[src/hdl/iddn_pkg.sv]
`timescale 1ns / 1ps
`default_nettype none
// ---------------------------------------------------------------------------
// iddn_pkg
// Shared constants and types of the isotropic diffusion denoise unit.
// ---------------------------------------------------------------------------
package iddn_pkg;

    localparam int MAX_ROWS_DEF  = 512;
    localparam int MAX_COLS_DEF  = 512;
    localparam int FRAC_BITS_DEF = 12;

    localparam int OP_W   = 2;
    localparam int ROW_W  = 9;
    localparam int COL_W  = 9;
    localparam int PIX_W  = 8;
    localparam int CIDX_W = 4;
    localparam int CDAT_W = 16;

    localparam int KAPPA_W = 15;
    localparam int ITER_W  = 10;
    localparam int SIZE_W  = 10;

    localparam logic [KAPPA_W-1:0] KAPPA_MAX   = 15'd16384;
    localparam logic [KAPPA_W-1:0] KAPPA_RESET = 15'd1638;
    localparam logic [ITER_W-1:0]  ITER_RESET  = 10'd10;
    localparam logic [SIZE_W-1:0]  SIZE_RESET  = 10'd512;

    localparam logic [OP_W-1:0] OP_LOAD = 2'd0;
    localparam logic [OP_W-1:0] OP_RUN  = 2'd1;
    localparam logic [OP_W-1:0] OP_READ = 2'd2;

    localparam logic [CIDX_W-1:0] CFG_KAPPA = 4'd0;
    localparam logic [CIDX_W-1:0] CFG_ITER  = 4'd1;
    localparam logic [CIDX_W-1:0] CFG_ROWS  = 4'd2;
    localparam logic [CIDX_W-1:0] CFG_COLS  = 4'd3;

    // Control of the two frame stores; addresses and data travel beside it.
    typedef struct packed {
        logic rd_en;
        logic rd_b;
        logic wr_en;
        logic wr_b;
    } t_mem_ctl;

endpackage

`default_nettype wire

[src/hdl/iddn_ifs.sv]
`timescale 1ns / 1ps
`default_nettype none
// ---------------------------------------------------------------------------
// iddn_ifs
// Command, result and configuration channels of the denoise unit.
// ---------------------------------------------------------------------------
interface iddn_cmd_if;
    logic                       valid;
    logic                       ready;
    logic [iddn_pkg::OP_W-1:0]  op;
    logic [iddn_pkg::ROW_W-1:0] row;
    logic [iddn_pkg::COL_W-1:0] col;
    logic [iddn_pkg::PIX_W-1:0] pixel_in;
    modport source (output valid, op, row, col, pixel_in, input ready);
    modport sink   (input valid, op, row, col, pixel_in, output ready);
endinterface

interface iddn_res_if;
    logic                       valid;
    logic                       ready;
    logic [iddn_pkg::PIX_W-1:0] pixel_out;
    logic                       done_res;
    logic                       addr_error;
    modport source (output valid, pixel_out, done_res, addr_error, input ready);
    modport sink   (input valid, pixel_out, done_res, addr_error, output ready);
endinterface

interface iddn_cfg_if;
    logic                        valid;
    logic                        ready;
    logic [iddn_pkg::CIDX_W-1:0] index;
    logic [iddn_pkg::CDAT_W-1:0] data;
    modport source (output valid, index, data, input ready);
    modport sink   (input valid, index, data, output ready);
endinterface

`default_nettype wire

[src/hdl/iddn_ctrl.sv]
`timescale 1ns / 1ps
`default_nettype none
// ---------------------------------------------------------------------------
// iddn_ctrl
// Command sequencer, configuration registers and stencil datapath.
// ---------------------------------------------------------------------------
module iddn_ctrl #(
    parameter int MAX_ROWS  = 512,
    parameter int MAX_COLS  = 512,
    parameter int FRAC_BITS = 12,
    parameter int ADDR_W    = 18,
    parameter int DW        = 20
) (
    input  wire                 i_clk,
    input  wire                 i_rst_n,
    iddn_cmd_if.sink            i_cmd,
    iddn_res_if.source          o_res,
    iddn_cfg_if.sink            i_cfg,
    output iddn_pkg::t_mem_ctl  o_ctl,
    output logic [ADDR_W-1:0]   o_rd_addr,
    output logic [ADDR_W-1:0]   o_wr_addr,
    output logic [DW-1:0]       o_wr_data,
    input  wire  [DW-1:0]       i_rd_data
);
    import iddn_pkg::*;

    localparam int LW = DW + 3;
    localparam int PW = LW + 16;

    typedef enum logic [2:0] {
        S_IDLE, S_RDWAIT, S_ISSUE, S_WAIT, S_MUL, S_WR
    } t_state;

    t_state               r_state;
    logic [KAPPA_W-1:0]   r_kappa;
    logic [ITER_W-1:0]    r_iter;
    logic [SIZE_W-1:0]    r_rows;
    logic [SIZE_W-1:0]    r_cols;
    logic                 r_cur_b;
    logic [SIZE_W-1:0]    r_r;
    logic [SIZE_W-1:0]    r_c;
    logic [ITER_W-1:0]    r_it;
    logic [2:0]           r_k;
    logic                 r_pend;
    logic [2:0]           r_pk;
    logic [DW-1:0]        r_slot [5];
    logic signed [PW-1:0] r_prod;
    logic                 r_ov;
    logic [PIX_W-1:0]     r_pix;
    logic                 r_done;
    logic                 r_err;

    logic [SIZE_W-1:0]    nr, nc;
    logic [KAPPA_W-1:0]   kap;
    logic                 acc, in_range, border, last_px;
    logic [ADDR_W-1:0]    in_addr, at, nb;
    logic signed [LW-1:0] lap;
    logic signed [LW:0]   v;
    logic [DW-1:0]        v_clamp;

    always_comb begin
        nr  = (32'(r_rows) > MAX_ROWS) ? SIZE_W'(MAX_ROWS) : r_rows;
        nc  = (32'(r_cols) > MAX_COLS) ? SIZE_W'(MAX_COLS) : r_cols;
        kap = (r_kappa > KAPPA_MAX) ? KAPPA_MAX : r_kappa;
    end

    assign i_cmd.ready = (r_state == S_IDLE) && (!r_ov || o_res.ready);
    assign acc         = i_cmd.valid && i_cmd.ready;
    assign i_cfg.ready = 1'b1;

    assign in_range = ({1'b0, i_cmd.row} < nr) && ({1'b0, i_cmd.col} < nc);
    assign in_addr  = ADDR_W'(i_cmd.row) * ADDR_W'(MAX_COLS) + ADDR_W'(i_cmd.col);
    assign at       = ADDR_W'(r_r) * ADDR_W'(MAX_COLS) + ADDR_W'(r_c);

    assign border  = (r_r == '0) || (r_c == '0)
                  || ((11'(r_r) + 11'd1) >= 11'(nr)) || ((11'(r_c) + 11'd1) >= 11'(nc));
    assign last_px = (r_r == nr - SIZE_W'(1)) && (r_c == nc - SIZE_W'(1));

    // Read order of the stencil: center, north, south, west, east.
    always_comb begin
        case (r_k)
            3'd1:    nb = at - ADDR_W'(MAX_COLS);
            3'd2:    nb = at + ADDR_W'(MAX_COLS);
            3'd3:    nb = at - ADDR_W'(1);
            3'd4:    nb = at + ADDR_W'(1);
            default: nb = at;
        endcase
    end

    always_comb begin
        lap = $signed(LW'(r_slot[1])) + $signed(LW'(r_slot[2]))
            + $signed(LW'(r_slot[3])) + $signed(LW'(r_slot[4]))
            - ($signed(LW'(r_slot[0])) <<< 2);
        // The arithmetic shift of the product rounds toward minus infinity.
        v = $signed((LW + 1)'(r_slot[0])) + (LW + 1)'($signed(r_prod[PW-1:16]));
        if (v < 0) begin
            v_clamp = '0;
        end else if (v > $signed((LW + 1)'({DW{1'b1}}))) begin
            v_clamp = '1;
        end else begin
            v_clamp = v[DW-1:0];
        end
    end

    always_comb begin
        o_ctl     = '0;
        o_rd_addr = nb;
        o_wr_addr = at;
        o_wr_data = border ? r_slot[0] : v_clamp;
        if (r_state == S_IDLE) begin
            o_rd_addr = in_addr;
            o_wr_addr = in_addr;
            o_wr_data = {i_cmd.pixel_in, FRAC_BITS'(0)};
            if (acc && in_range && i_cmd.op == OP_LOAD) begin
                o_ctl.wr_en = 1'b1;
                o_ctl.wr_b  = r_cur_b;
            end
            if (acc && in_range && i_cmd.op == OP_READ) begin
                o_ctl.rd_en = 1'b1;
                o_ctl.rd_b  = r_cur_b;
            end
        end else if (r_state == S_ISSUE) begin
            o_ctl.rd_en = 1'b1;
            o_ctl.rd_b  = r_cur_b;
        end else if (r_state == S_WR) begin
            o_ctl.wr_en = 1'b1;
            o_ctl.wr_b  = !r_cur_b;
        end
    end

    always_ff @(posedge i_clk) begin
        if (r_pend) begin
            r_slot[r_pk] <= i_rd_data;
        end
        if (r_state == S_MUL) begin
            r_prod <= lap * $signed({1'b0, kap});
        end
        r_pk <= r_k;
    end

    always_ff @(posedge i_clk) begin
        if (!i_rst_n) begin
            r_state <= S_IDLE;
            r_kappa <= KAPPA_RESET;
            r_iter  <= ITER_RESET;
            r_rows  <= SIZE_RESET;
            r_cols  <= SIZE_RESET;
            r_cur_b <= 1'b0;
            r_ov    <= 1'b0;
            r_pend  <= 1'b0;
            r_r     <= '0;
            r_c     <= '0;
            r_it    <= '0;
            r_k     <= '0;
            r_pix   <= '0;
            r_done  <= 1'b0;
            r_err   <= 1'b0;
        end else begin
            r_pend <= (r_state == S_ISSUE);
            if (o_res.valid && o_res.ready) begin
                r_ov <= 1'b0;
            end
            if (i_cfg.valid) begin
                unique case (i_cfg.index)
                    CFG_KAPPA: r_kappa <= i_cfg.data[KAPPA_W-1:0];
                    CFG_ITER:  r_iter  <= i_cfg.data[ITER_W-1:0];
                    CFG_ROWS:  r_rows  <= i_cfg.data[SIZE_W-1:0];
                    CFG_COLS:  r_cols  <= i_cfg.data[SIZE_W-1:0];
                    default: ;
                endcase
            end
            unique case (r_state)
                S_IDLE: begin
                    if (acc) begin
                        r_pix  <= '0;
                        r_done <= 1'b1;
                        r_err  <= 1'b0;
                        if (i_cmd.op == OP_RUN) begin
                            r_r  <= '0;
                            r_c  <= '0;
                            r_it <= '0;
                            r_k  <= '0;
                            if (r_iter == '0) begin
                                r_ov <= 1'b1;
                            end else if (nr == '0 || nc == '0) begin
                                // Empty passes still swap the stores.
                                r_cur_b <= r_cur_b ^ r_iter[0];
                                r_ov    <= 1'b1;
                            end else begin
                                r_state <= S_ISSUE;
                            end
                        end else if (i_cmd.op == OP_LOAD || i_cmd.op == OP_READ) begin
                            r_err <= !in_range;
                            if (i_cmd.op == OP_READ && in_range) begin
                                r_state <= S_RDWAIT;
                            end else begin
                                r_ov <= 1'b1;
                            end
                        end else begin
                            r_done <= 1'b0;
                            r_ov   <= 1'b1;
                        end
                    end
                end
                S_RDWAIT: begin
                    r_pix   <= i_rd_data[DW-1:FRAC_BITS];
                    r_ov    <= 1'b1;
                    r_state <= S_IDLE;
                end
                S_ISSUE: begin
                    r_k <= r_k + 3'd1;
                    if (border || r_k == 3'd4) begin
                        r_state <= S_WAIT;
                    end
                end
                S_WAIT: begin
                    r_state <= border ? S_WR : S_MUL;
                end
                S_MUL: begin
                    r_state <= S_WR;
                end
                S_WR: begin
                    r_k     <= '0;
                    r_state <= S_ISSUE;
                    if (r_c == nc - SIZE_W'(1)) begin
                        r_c <= '0;
                        r_r <= r_r + SIZE_W'(1);
                    end else begin
                        r_c <= r_c + SIZE_W'(1);
                    end
                    if (last_px) begin
                        r_cur_b <= !r_cur_b;
                        r_r     <= '0;
                        r_it    <= r_it + ITER_W'(1);
                        if (r_it == r_iter - ITER_W'(1)) begin
                            r_ov    <= 1'b1;
                            r_state <= S_IDLE;
                        end
                    end
                end
                default: r_state <= S_IDLE;
            endcase
        end
    end

    assign o_res.valid      = r_ov;
    assign o_res.pixel_out  = r_pix;
    assign o_res.done_res   = r_done;
    assign o_res.addr_error = r_err;

endmodule

`default_nettype wire

[src/flat_wrapper.sv]
// flat-port wrapper written by rule: the top's interface ports become plain ports
module iddn_ctrl_flat import iddn_pkg::*;
#(
    parameter int MAX_ROWS  = 512,
    parameter int MAX_COLS  = 512,
    parameter int FRAC_BITS = 12,
    parameter int ADDR_W    = 18,
    parameter int DW        = 20
)
  (i_clk, i_rst_n, o_ctl, o_rd_addr, o_wr_addr, o_wr_data, i_rd_data, i_cmd_valid, i_cmd_op, i_cmd_row, i_cmd_col, i_cmd_pixel_in, i_cmd_ready, o_res_valid, o_res_pixel_out, o_res_done_res, o_res_addr_error, o_res_ready, i_cfg_valid, i_cfg_index, i_cfg_data, i_cfg_ready);
  iddn_cmd_if i_cmd_i ();
  iddn_res_if o_res_i ();
  iddn_cfg_if i_cfg_i ();
  input  wire i_clk;
  input  wire i_rst_n;
  output iddn_pkg::t_mem_ctl o_ctl;
  output logic [ADDR_W-1:0] o_rd_addr;
  output logic [ADDR_W-1:0] o_wr_addr;
  output logic [DW-1:0] o_wr_data;
  input  wire  [DW-1:0] i_rd_data;
  input wire logic [$bits(i_cmd_i.valid)-1:0] i_cmd_valid;
  input wire logic [$bits(i_cmd_i.op)-1:0] i_cmd_op;
  input wire logic [$bits(i_cmd_i.row)-1:0] i_cmd_row;
  input wire logic [$bits(i_cmd_i.col)-1:0] i_cmd_col;
  input wire logic [$bits(i_cmd_i.pixel_in)-1:0] i_cmd_pixel_in;
  output wire logic [$bits(i_cmd_i.ready)-1:0] i_cmd_ready;
  output wire logic [$bits(o_res_i.valid)-1:0] o_res_valid;
  output wire logic [$bits(o_res_i.pixel_out)-1:0] o_res_pixel_out;
  output wire logic [$bits(o_res_i.done_res)-1:0] o_res_done_res;
  output wire logic [$bits(o_res_i.addr_error)-1:0] o_res_addr_error;
  input wire logic [$bits(o_res_i.ready)-1:0] o_res_ready;
  input wire logic [$bits(i_cfg_i.valid)-1:0] i_cfg_valid;
  input wire logic [$bits(i_cfg_i.index)-1:0] i_cfg_index;
  input wire logic [$bits(i_cfg_i.data)-1:0] i_cfg_data;
  output wire logic [$bits(i_cfg_i.ready)-1:0] i_cfg_ready;
  assign i_cmd_i.valid = i_cmd_valid;
  assign i_cmd_i.op = i_cmd_op;
  assign i_cmd_i.row = i_cmd_row;
  assign i_cmd_i.col = i_cmd_col;
  assign i_cmd_i.pixel_in = i_cmd_pixel_in;
  assign i_cmd_ready = i_cmd_i.ready;
  assign o_res_valid = o_res_i.valid;
  assign o_res_pixel_out = o_res_i.pixel_out;
  assign o_res_done_res = o_res_i.done_res;
  assign o_res_addr_error = o_res_i.addr_error;
  assign o_res_i.ready = o_res_ready;
  assign i_cfg_i.valid = i_cfg_valid;
  assign i_cfg_i.index = i_cfg_index;
  assign i_cfg_i.data = i_cfg_data;
  assign i_cfg_ready = i_cfg_i.ready;
  iddn_ctrl #(.MAX_ROWS(MAX_ROWS), .MAX_COLS(MAX_COLS), .FRAC_BITS(FRAC_BITS), .ADDR_W(ADDR_W), .DW(DW)) u_core (.i_clk(i_clk), .i_rst_n(i_rst_n), .i_cmd(i_cmd_i), .o_res(o_res_i), .i_cfg(i_cfg_i), .o_ctl(o_ctl), .o_rd_addr(o_rd_addr), .o_wr_addr(o_wr_addr), .o_wr_data(o_wr_data), .i_rd_data(i_rd_data));
endmodule
[config.mk]
export PLATFORM = sky130hd
export DESIGN_NAME = iddn_ctrl_flat
export DESIGN_NICKNAME = d
export VERILOG_FILES = /design/src/hdl/iddn_pkg.sv /design/src/hdl/iddn_ifs.sv /design/src/hdl/iddn_ctrl.sv /design/src/flat_wrapper.sv
export SDC_FILE = /design/constraint.sdc
export NUM_CORES = 2
export LEC_CHECK = 0
export BUFFER_PORTS_ARGS = -buffer_cell sky130_fd_sc_hd__buf_2
export CORE_ASPECT_RATIO = 0.5
export CORE_MARGIN = 10
export CORE_UTILIZATION = 58
export DETAILED_ROUTE_END_ITERATION = 12
export PLACE_DENSITY_LB_ADDON = 0.08
export SLEW_MARGIN = 20
export SYNTH_ARGS = -nofsm -noshare
export SYNTH_HDL_FRONTEND = slang
export SYNTH_SLANG_ARGS = --single-unit
[constraint.sdc]
create_clock -name i_clk -period 11.2 [get_ports i_clk]
set_clock_uncertainty 0.05 [all_clocks]
set_input_delay 2.24 -clock i_clk [delete_from_list [all_inputs] [get_ports i_clk]]
set_output_delay 2.24 -clock i_clk [all_outputs]
set_load 0.02 [all_outputs]
==> reports/qor.tcl <==
set qor(antenna_found_initial) 0
set qor(final_hold_viol_count) 0
set qor(crit-reg2reg-launch) {u_core.r_slot[2][1]}
set qor(fraction_of_registers_with_async_set_or_reset_after_synthesis) 0
set qor(clockBufferDepth) 3
set qor(io_pins) 146
set qor(critPathCaptureType) {flip-flop}
set qor(numClockSinks) 220
set qor(hold-path-cell-count) 0
set qor(cp.depth) 42
set qor(syn2layout_area_growth_pct) 10.19
set qor(final-instance-count-excl-fill) 3971
set qor(dominantRegCellSynth) {edfxtp_1}
set qor(cts.root.buffer_cell) {clkbuf_16}
set qor(power.ir.vdd_worst_mv) 0.2611
set qor(timing.slew.headroom) 0.1876
set qor(crit_path_frequent_cell) {fa_1}
set qor(dpl.cell_count) 3922
set qor(cts_tree) {built}
set qor(global_route.overflow_total) 0
set qor(cpLargestDelayFamily) {adder cells}
set qor(buffer_ports.inserted) 143
set qor(min_from) {u_core.r_k[2]}
set qor(cts_hold_buffers) 0
set qor(grt_first_pass_wirelength_mm) 121.5
set qor(synthDominantAreaCellType) {fa_1}
set qor(worst_pin_slew_ns) 1.210
set qor(design_power_total_mw) 5.888
set qor(critical_path.slowest_cell) {fa_1}
set qor(ys_ff_latch) 220
set qor(post_synthesis_cells) 3172
set qor(netlist_top_cells_area) {fa_1, edfxtp_1, ha_1}
set qor(max_cap_violations) 0
set qor(synth.lib_cells_used.distinct) 88
set qor(final.period_utilization) 0.9612
set qor(worstSkewPairLatency_ns) 0.54
set qor(synth_top_cell_area_share) 0.2603
set qor(timing.hold.worst.class) {reg2reg}
set qor(clk_pin_slew_worst_paths_ns) 0.07
set qor(timing.critical_path.required_ns) 11.43
set qor(mappedNetlistArea_sq_um) 28530
set qor(cts-htree-levels) 1
set qor(outcome) {completed}
set qor(p_leak_nw) 14.74
set qor(routed_wire_length_mm) 74.07
set qor(synth-edff-count) 123
set qor(synth_area_per_cell_sq_um) 8.995
set qor(min_period_ns) 10.77
set qor(slew_viol_final) 0
set qor(post_route_cells_drive_above_1_share) 0.1060
set qor(arrival_time_reported_for_the_critical_path_endpoint_ns) 11.00
set qor(r2r_slack_ns) 0.43
set qor(postSynthNetCount) 3852
set qor(groute.usage.overall) 0.2531
set qor(drc) 0
set qor(numCtsBuffers) 24
set qor(startpoint_type) {flip-flop}
set qor(fin_hold_ws_ns) 0.3726
set qor(initial_utilization) 0.5874
set qor(finalCoreUtilization) 0.6473
set qor(routed_wire_length_per_instance_um) 18.65
set qor(finalWeightedCongestion) 0.9120
set qor(synth_warnings) 0
set qor(vias_in_the_first_global_route) 23210
set qor(vias_per_cell) 5.709
set qor(synthMostInstantiatedCell) {inv_1}
set qor(initialDrtViolationCount) 1682
set qor(cpPeakStageDelay_ns) 0.55
set qor(worst-setup-path-type) {reg2reg}
set qor(synth-seq-area-share) 0.1975
set qor(placement_rows) 57
set qor(die_width_um) 333.7
set qor(ant_nets) 0
set qor(final_nets) 3983
set qor(report.final.setup_viol) 0
set qor(grt_max_degree) 86
set qor(grt_setup_unrepaired) {yes}
set qor(timing.reg2reg.worst_path_depth) 42
set qor(place.detailed.hpwl_mm) 59.31
set qor(floorplan.die.height_um) 176.8
set qor(post_synth_most_frequent_cells) {inv_1, nand2_1, fa_1}
set qor(fmax_ghz) 0.09289
set qor(drt_pre_antenna_iters) 7
set qor(fp.coreArea_sq_um) 48570
set qor(regToRegEndpoint) {u_core.r_prod[38]}
set qor(cellPowerDensity_nw_per_um2) 187.3
set qor(crit_buf_inv) 8
set qor(critical_path_peak_fanout) 5
set qor(dieArea_sq_um) 59000
set qor(hold_path_end) {u_core.r_pk[2]}
set qor(route.vias.total) 22670
[flip-flops by register name, summed over array words and instances (netlist names), 8 cells and up]
register,cells
u_core.o_res.pixel_out,8
u_core.r_c,10
u_core.r_cols,10
u_core.r_it,10
u_core.r_iter,10
u_core.r_kappa,15
u_core.r_prod,23
u_core.r_r,10
u_core.r_rows,10
u_core.r_slot,100
[final cells by class]
cell class / instances / area (sq um)
Inverter: 500 / 1877
Clock inverter: 17 / 250.2
Fill cell: 4083 / 17130
Sequential cell: 220 / 5635
Tap cell: 649 / 812.0
Clock buffer: 27 / 621.8
Multi-Input combinational cell: 2329 / 20850
Timing Repair Buffer: 228 / 1390
Antenna cell: 1 / 2.502
[worst max-delay path by stage]
stage / slack [ns] / endpoint / start
after floorplan: 0.19 / u_core.r_prod[38] / u_core.r_slot[2][1]
after global placement: 0.06 / u_core.r_prod[38] / u_core.r_slot[2][0]
after detailed placement: 0.05 / u_core.r_prod[29] / u_core.r_slot[2][0]
after CTS: 0.06 / u_core.r_prod[38] / u_core.r_slot[2][1]
after global routing: -0.06 / u_core.r_prod[38] / u_core.r_slot[2][0]
final: 0.43 / u_core.r_prod[38] / u_core.r_slot[2][1]
[worst register-to-register path, delay by kind of cell (launching register included)]
family / cells / cell delay (ns)
and+or+nand+nor: 3 / 0.57
buffers and inverters: 8 / 0.82
xor gates and xnor gates: 3 / 0.53
DFF: 1 / 0.41
AOI/OAI and AO/OA: 17 / 3.21
adders and majority gates: 11 / 4.94
[cells by family after synthesis]
family | after synthesis | share of synthesized area
simple gates | 1032 | 0.1761
buf+inv | 623 | 0.08266
fa+ha+maj | 614 | 0.3663
compound gates | 479 | 0.1135
flops | 220 | 0.1975
xor+xnor | 168 | 0.05157
mux | 35 | 0.01232
other cells | 1 | 0.0001314
[layer usage]
metal  GRT usage  share of wire  vias up
li1            -              -    10680
met1      0.3307           0.43    11190
met2      0.4292           0.48      657
met3     0.05060          0.072      139
met4     0.06358          0.026        0
met5           0              0        -
[report_power, final]
group	internal (mW)	leakage [nW]	switching, mW	total [mW]
clock network	0.523	0.425	0.356	0.879
registers	1.05	1.89	0.0114	1.06
logic	1.83	12.4	2.12	3.95
total	3.40	14.7	2.49	5.89
[metrics by stage]
stage	area (sq um)	TNS, ns	setup WS, ns
2_1_floorplan	28530	0	0.1906
6_report	31440	0	0.4349
3_5_place_dp	30250	0	0.05144
3_3_place_gp	30250	0	0.05977
5_1_grt	31440	-0.1636	-0.05567
4_1_cts	31150	0	0.06253
[placed cells by master, fill, tap and decap left out, types with 35 or more instances in the layout]
| cell | n |
|---|---|
| nor2b_1 | 66 |
| fa_1 | 370 |
| dfxtp_1 | 97 |
| xnor2_1 | 96 |
| nand2b_1 | 35 |
| xor2_1 | 63 |
| o21ai_0 | 72 |
| inv_1 | 499 |
| nor2_1 | 207 |
| nand2_1 | 380 |
| edfxtp_1 | 123 |
| ha_1 | 231 |
| a21oi_1 | 112 |
| nand3_1 | 55 |
| nor3_1 | 42 |
| a21o_1 | 45 |
| buf_4 | 81 |
| buf_2 | 143 |
| and2_1 | 80 |
[repair_timing]
| action | CTS | global route |
|---|---|---|
| resized for setup | 3 | 51 |
| gates cloned | 0 | 0 |
| pin swaps | 0 | 20 |
| setup endpoints to repair | 2 | 18 |
| buffers inserted | 0 | 3 |
Note: power is estimated with default switching activity, not from simulation.
